### config.mk
export PLATFORM = sky130hd
export DESIGN_NAME = bpe_unit
export DESIGN_NICKNAME = d
export VERILOG_FILES = /design/src/sv/bezier_patch_evaluator_assert.svh /design/src/sv/bpe_pkg.sv /design/src/sv/bpe_unit.sv
export SDC_FILE = /design/constraint.sdc
export NUM_CORES = 2
export LEC_CHECK = 0
export ABC_AREA = 1
export BUFFER_PORTS_ARGS = -buffer_cell sky130_fd_sc_hd__buf_2
export CELL_PAD_IN_SITES_DETAIL_PLACEMENT = 1
export CELL_PAD_IN_SITES_GLOBAL_PLACEMENT = 1
export CORE_ASPECT_RATIO = 0.5
export CORE_MARGIN = 3
export CORE_UTILIZATION = 51
export CTS_BUF_LIST = sky130_fd_sc_hd__clkbuf_4 sky130_fd_sc_hd__clkbuf_8 sky130_fd_sc_hd__clkbuf_16
export DETAILED_ROUTE_END_ITERATION = 7
export PLACE_DENSITY_LB_ADDON = 0.1
export SYNTH_ARGS = -nofsm -noshare
export SYNTH_HDL_FRONTEND = slang
export SYNTH_SLANG_ARGS = --single-unit
### constraint.sdc
create_clock -name clk -period 17.95 [get_ports clk]
set_input_delay 0.8975 -clock clk [delete_from_list [all_inputs] [get_ports clk]]
set_output_delay 0.8975 -clock clk [all_outputs]
set_load 0.005 [all_outputs]
### src/sv/bezier_patch_evaluator_assert.svh
// Assertion macros used by the top-level module.
`ifndef BEZIER_PATCH_EVALUATOR_ASSERT_SVH
`define BEZIER_PATCH_EVALUATOR_ASSERT_SVH

// Same-cycle implication, disabled while reset is held.
`define BPE_ASSERT_NOW(lbl, ante, cons, msg) \
  lbl: assert property (@(posedge clk) disable iff (!rst_n) (ante) |-> (cons)) \
    else $error(msg);

// Next-cycle implication, disabled while reset is held.
`define BPE_ASSERT_NEXT(lbl, ante, cons, msg) \
  lbl: assert property (@(posedge clk) disable iff (!rst_n) (ante) |=> (cons)) \
    else $error(msg);

`endif

### src/sv/bpe_pkg.sv
`default_nettype none
package bpe_pkg;

  // Field widths
  localparam int COORD_W    = 32;
  localparam int PARAM_W    = 17;
  localparam int PIDX_W     = 4;
  localparam int OP_W       = 1;
  localparam int KIND_W     = 2;
  localparam int COUNT_W    = 4;
  localparam int CFG_IDX_W  = 2;
  localparam int CFG_DATA_W = 4;

  // Datapath widths: saturated intermediate and raw unit result
  localparam int IW     = 40;
  localparam int RW     = 46;
  localparam int FRAC_W = 16;

  // Parameter defaults
  localparam int MAX_INNER_DEF   = 2;
  localparam int STORE_DEPTH_DEF = 16;

  // Operation codes
  localparam logic [OP_W-1:0] OP_LOAD = 1'b0;
  localparam logic [OP_W-1:0] OP_EVAL = 1'b1;

  // Patch kinds
  localparam logic [KIND_W-1:0] KIND_CURVE  = 2'd0;
  localparam logic [KIND_W-1:0] KIND_TRI    = 2'd1;
  localparam logic [KIND_W-1:0] KIND_QUAD   = 2'd2;
  localparam logic [KIND_W-1:0] KIND_UNUSED = 2'd3;

  // Register indexes
  localparam logic [CFG_IDX_W-1:0] CFG_KIND  = 2'd0;
  localparam logic [CFG_IDX_W-1:0] CFG_COUNT = 2'd1;

  typedef logic signed [IW-1:0] inter_t;
  typedef logic signed [RW-1:0] raw_t;

  // Clamp a raw unit result to the signed intermediate range
  function automatic inter_t sat_inter(raw_t x);
    if (x[RW-1:IW-1] == {(RW-IW+1){1'b0}} || x[RW-1:IW-1] == {(RW-IW+1){1'b1}}) begin
      return x[IW-1:0];
    end else if (x[RW-1]) begin
      return {1'b1, {(IW-1){1'b0}}};
    end else begin
      return {1'b0, {(IW-1){1'b1}}};
    end
  endfunction

  // Clamp an intermediate to a signed output coordinate
  function automatic logic signed [COORD_W-1:0] sat_out(inter_t x);
    if (x[IW-1:COORD_W-1] == {(IW-COORD_W+1){1'b0}} ||
        x[IW-1:COORD_W-1] == {(IW-COORD_W+1){1'b1}}) begin
      return x[COORD_W-1:0];
    end else if (x[IW-1]) begin
      return {1'b1, {(COORD_W-1){1'b0}}};
    end else begin
      return {1'b0, {(COORD_W-1){1'b1}}};
    end
  endfunction

endpackage
`default_nettype wire

### src/sv/bpe_unit.sv
`default_nettype none
module bpe_unit (
  input  wire logic                       clk,
  input  wire bpe_pkg::inter_t            a_i,
  input  wire bpe_pkg::inter_t            b_i,
  input  wire logic [bpe_pkg::PARAM_W-1:0] t_i,
  input  wire bpe_pkg::raw_t              base_i,
  output bpe_pkg::raw_t                   raw_o
);
  import bpe_pkg::*;

  localparam int DW = IW + 1;
  localparam int PW = DW + PARAM_W + 1;

  logic signed [DW-1:0] diff;
  logic signed [PW-1:0] prod_r;
  raw_t                 base_r;

  // Difference of the two operands
  assign diff = DW'(b_i) - DW'(a_i);

  // Register the product and the addend
  always_ff @(posedge clk) begin
    prod_r <= PW'(diff) * PW'($signed({1'b0, t_i}));
    base_r <= base_i;
  end

  // Floor shift and add back the base
  assign raw_o = RW'(prod_r >>> FRAC_W) + base_r;

endmodule
`default_nettype wire

**Word level (Yosys, flattened, before mapping)**

Index checks and enable logic that the tools add are counted.

- Multiply operators: 1
- $add $sub $neg: 2

Operators by type and width:

| operator | number |
|---|---|
| $mul A41 B18 Y59 | 1 |
| $add A43 B46 Y46 | 1 |
| $sub A40 B40 Y41 | 1 |

- Register bits after elaboration: 105
- Output and inout port bits: 46

**Longest topological paths before layout**

- Word-level depth: 2
- Gate-level depth with buffers: 42

**Least setup slack after synthesis**

Ideal clock, no wire load.

- Path type: input-to-reg
- Start point: input b_i[0]
- End point: register prod_r[50]
- Stages on the path: 33
- Arrival: 7.030 ns
- Buffers on the path: 1
- Setup slack: 10.807 ns
- Required time: 17.837 ns
- Path through: inv_1 ha_1 inv_1 fa_1 nand2_1 inv_1 nand2_1 nand3_1 nand2_1 nand2_1 nand4_1 nand4_2 buf_4 nand3_1 fa_1 fa_1 inv_1 fa_1 fa_1 fa_1 inv_1 fa_1 inv_1 ha_1 nand2_1 nor2_1 inv_1 nor2_1 inv_1 nor3_1 nand3_1 nand4_1 nand2_1

- Word-level cells in the longest chain between the ends: 2

RTL lines:

| what | line | text |
|---|---|---|
| start, declared | bpe_unit.sv:5 | `input wire bpe_pkg::inter_t b_i,` |
| $sub A40 B40 Y41 | bpe_unit.sv:20 | `assign diff = DW'(b_i) - DW'(a_i);` |
| $mul A41 B18 Y59 | bpe_unit.sv:24 | `prod_r <= PW'(diff) * PW'($signed({1'b0, t_i}));` |
| end signal, assigned | bpe_unit.sv:24 |  |
| end, declared | bpe_unit.sv:16 | `logic signed [PW-1:0] prod_r;` |

Every way passes these cells.

**Final worst setup path**

- Start point: input b_i[0]
- End point: register prod_r[53]

Same word-level chain as after synthesis.

==> impl_metrics.ini <==
[final_layout]
nets = 5802
final_core_util = 0.553
n_fill_cell = 8438
area_growth_pct = 5.70
design_area_mm2 = 0.0354
layout-drive-gt1-share = 0.0643
register_area_mm2 = 0.00178
multiInputGateArea_mm2 = 0.0267
diodes = 0

[hold_path]
min_path_type = input pin to flop

[cts]
clk_pin_slew_worst_paths_ps = 70
ctsHoldBuffers = 0
htreeDepth = 3
root_buffer = clkbuf_16
postCtsSetupRepairBufs = 0
cts.repair.resized = 0
clkSinkCount = 89
cts_tree = built
ctsLongestPathBuffers = 2
numCtsBuffers = 9

[sta]
hold_violations = 0
slew_viol_final = 0
finalCriticalPeriod_ps = 9250
timing.final.crit_share = 0.515
worst_pin_slew_ps = 1220
finalSetupTns_ps = 0
slew-limit-headroom = 0.190
max_freq_mhz = 108
timing.hold.ws_ps = 633
rsz0062_at_grt = no
setup_viol = 0

[placed_design]
dp_hpwl_um = 117000
gp_congestion = 0.957
postPlaceCellArea_mm2 = 0.0351
io_buffers = 189

[yosys]
synth_warnings = 0
synth_cells = 4687
synth_nets = 5705
synth-seq-area-share = 0.0532
synth.distinct_cells = 45
avgSynthCellArea_um2 = 7.15
syn_area_mm2 = 0.0335
ys_ff_latch = 89

[critical_path]
crit_fanout = 13
crit_required_ps = 18210
crit_type = input pin to flop
slowest_delay_ps = 630
start_kind = input pin
slowest_stage = fa_1
arrival_ps = 9510
end_kind = flop
crit_top_cell = nand2_1

[routing]
antenna_left = 0
drt_wl_total_um = 137000
detail_route.wl_per_cell_um = 24.2
drt_pass1_iterations = 7
route.vias.total = 32526
drc = 0
drt_iter0_drc = 2711
routed_via_density = 5.75

[run_status]
status = finished clean

[floorplan]
fp.coreArea_mm2 = 0.0640
io_pins = 190
die_w_um = 368
row_count = 65
start_util = 0.523
die_area_mm2 = 0.0690
die_h_um = 187

[global_route]
grt_pass1_wl_um = 211000
grt_remaining_overflow = 0
antenna_found_initial = 1
grt_max_degree = 42
track_usage = 0.401
grt_pass1_vias = 36507

[job]
maxCapViolCount = 0
==> cell usage in the layout, fill, tap and decap left out, types with 34 or more instances in the layout <==
master,count
inv_1,1196
nand2_1,939
fa_1,656
nor2_1,537
nand3_1,392
ha_1,218
buf_2,189
a21oi_1,178
o21ai_0,110
dfxtp_1,89
xor2_1,37
nand4_1,34
==> cell type report <==
type,count,area share
Clock buffer,10,0.00657
Clock inverter,6,0.00124
Inverter,1201,0.127
Multi-Input combinational cell,3277,0.753
Sequential cell,89,0.0503
Tap cell,871,0.0308
Timing Repair Buffer,206,0.0303
==> cell usage after synthesis (all sizes together) <==
cell    instances  share of area
xor2           38          0.010
nand3         394          0.059
a21boi          4         0.0012
a21oi         182          0.028
buf            39         0.0070
and2            3        0.00056
clkbuf         81         0.0091
nor4            3        0.00056
nor2          549          0.063
and3            3        0.00056
a31oi           3        0.00056
o211ai          1        0.00022
o21ai         111          0.017
a21o            6         0.0013
or2            16         0.0030
o21bai         20         0.0047
xnor2          18         0.0047
fa            656           0.39
clkinv          1        0.00011
o21a            8         0.0018
dfxtp          89          0.053
nor3           15         0.0022
nand3b         13         0.0031
inv          1200           0.13
nand4          42         0.0093
nand2         974           0.11
ha            218          0.081
==> critical path: cells and delay by family <==
family / cells / cell delay [ps]
buffers and inverters: 8 / 680
adder cells (fa/ha/maj): 9 / 4300
AND/OR/NAND/NOR: 15 / 2250
AO/OA/AOI/OAI: 4 / 1380
==> per-layer routing <==
metal  routed length [um]  vias up  global-route usage
met5                   36        -                   0
met4                 7650        2               0.188
met3                14000      479              0.0964
met2                61000     1748               0.642
met1                54500    16237               0.515
li1                     -    14060                   -
==> through the flow <==
stage	std cells	setup slack, ps
6_report	5660	8700
3_3_place_gp	5644	8840
5_1_grt	5660	8370
3_5_place_dp	5644	8690
4_1_cts	5660	9070
2_1_floorplan	4687	10810
==> cell families after synthesis <==
| group | Yosys count | synth area share |
|---|---|---|
| AND/OR/NAND/NOR | 2012 | 0.253 |
| flip-flops | 89 | 0.0532 |
| adder cells (fa/ha/maj) | 874 | 0.473 |
| AO/OA/AOI/OAI | 335 | 0.0543 |
| XOR/XNOR | 56 | 0.0149 |
| buffers and inverters | 1321 | 0.151 |
==> state kept, by name (all words and copies together) (netlist names) <==
name and flops:
base_r 46, prod_r 43
==> final timing paths <==
kind  startpoint          to  cells past startpoint
min   base_i[32]  base_r[32]                      1
max       b_i[0]  prod_r[53]                     36
Power is left out: the tool's default activity adds up to more than one toggle a clock period on the data nets, which glitch-free logic cannot reach.
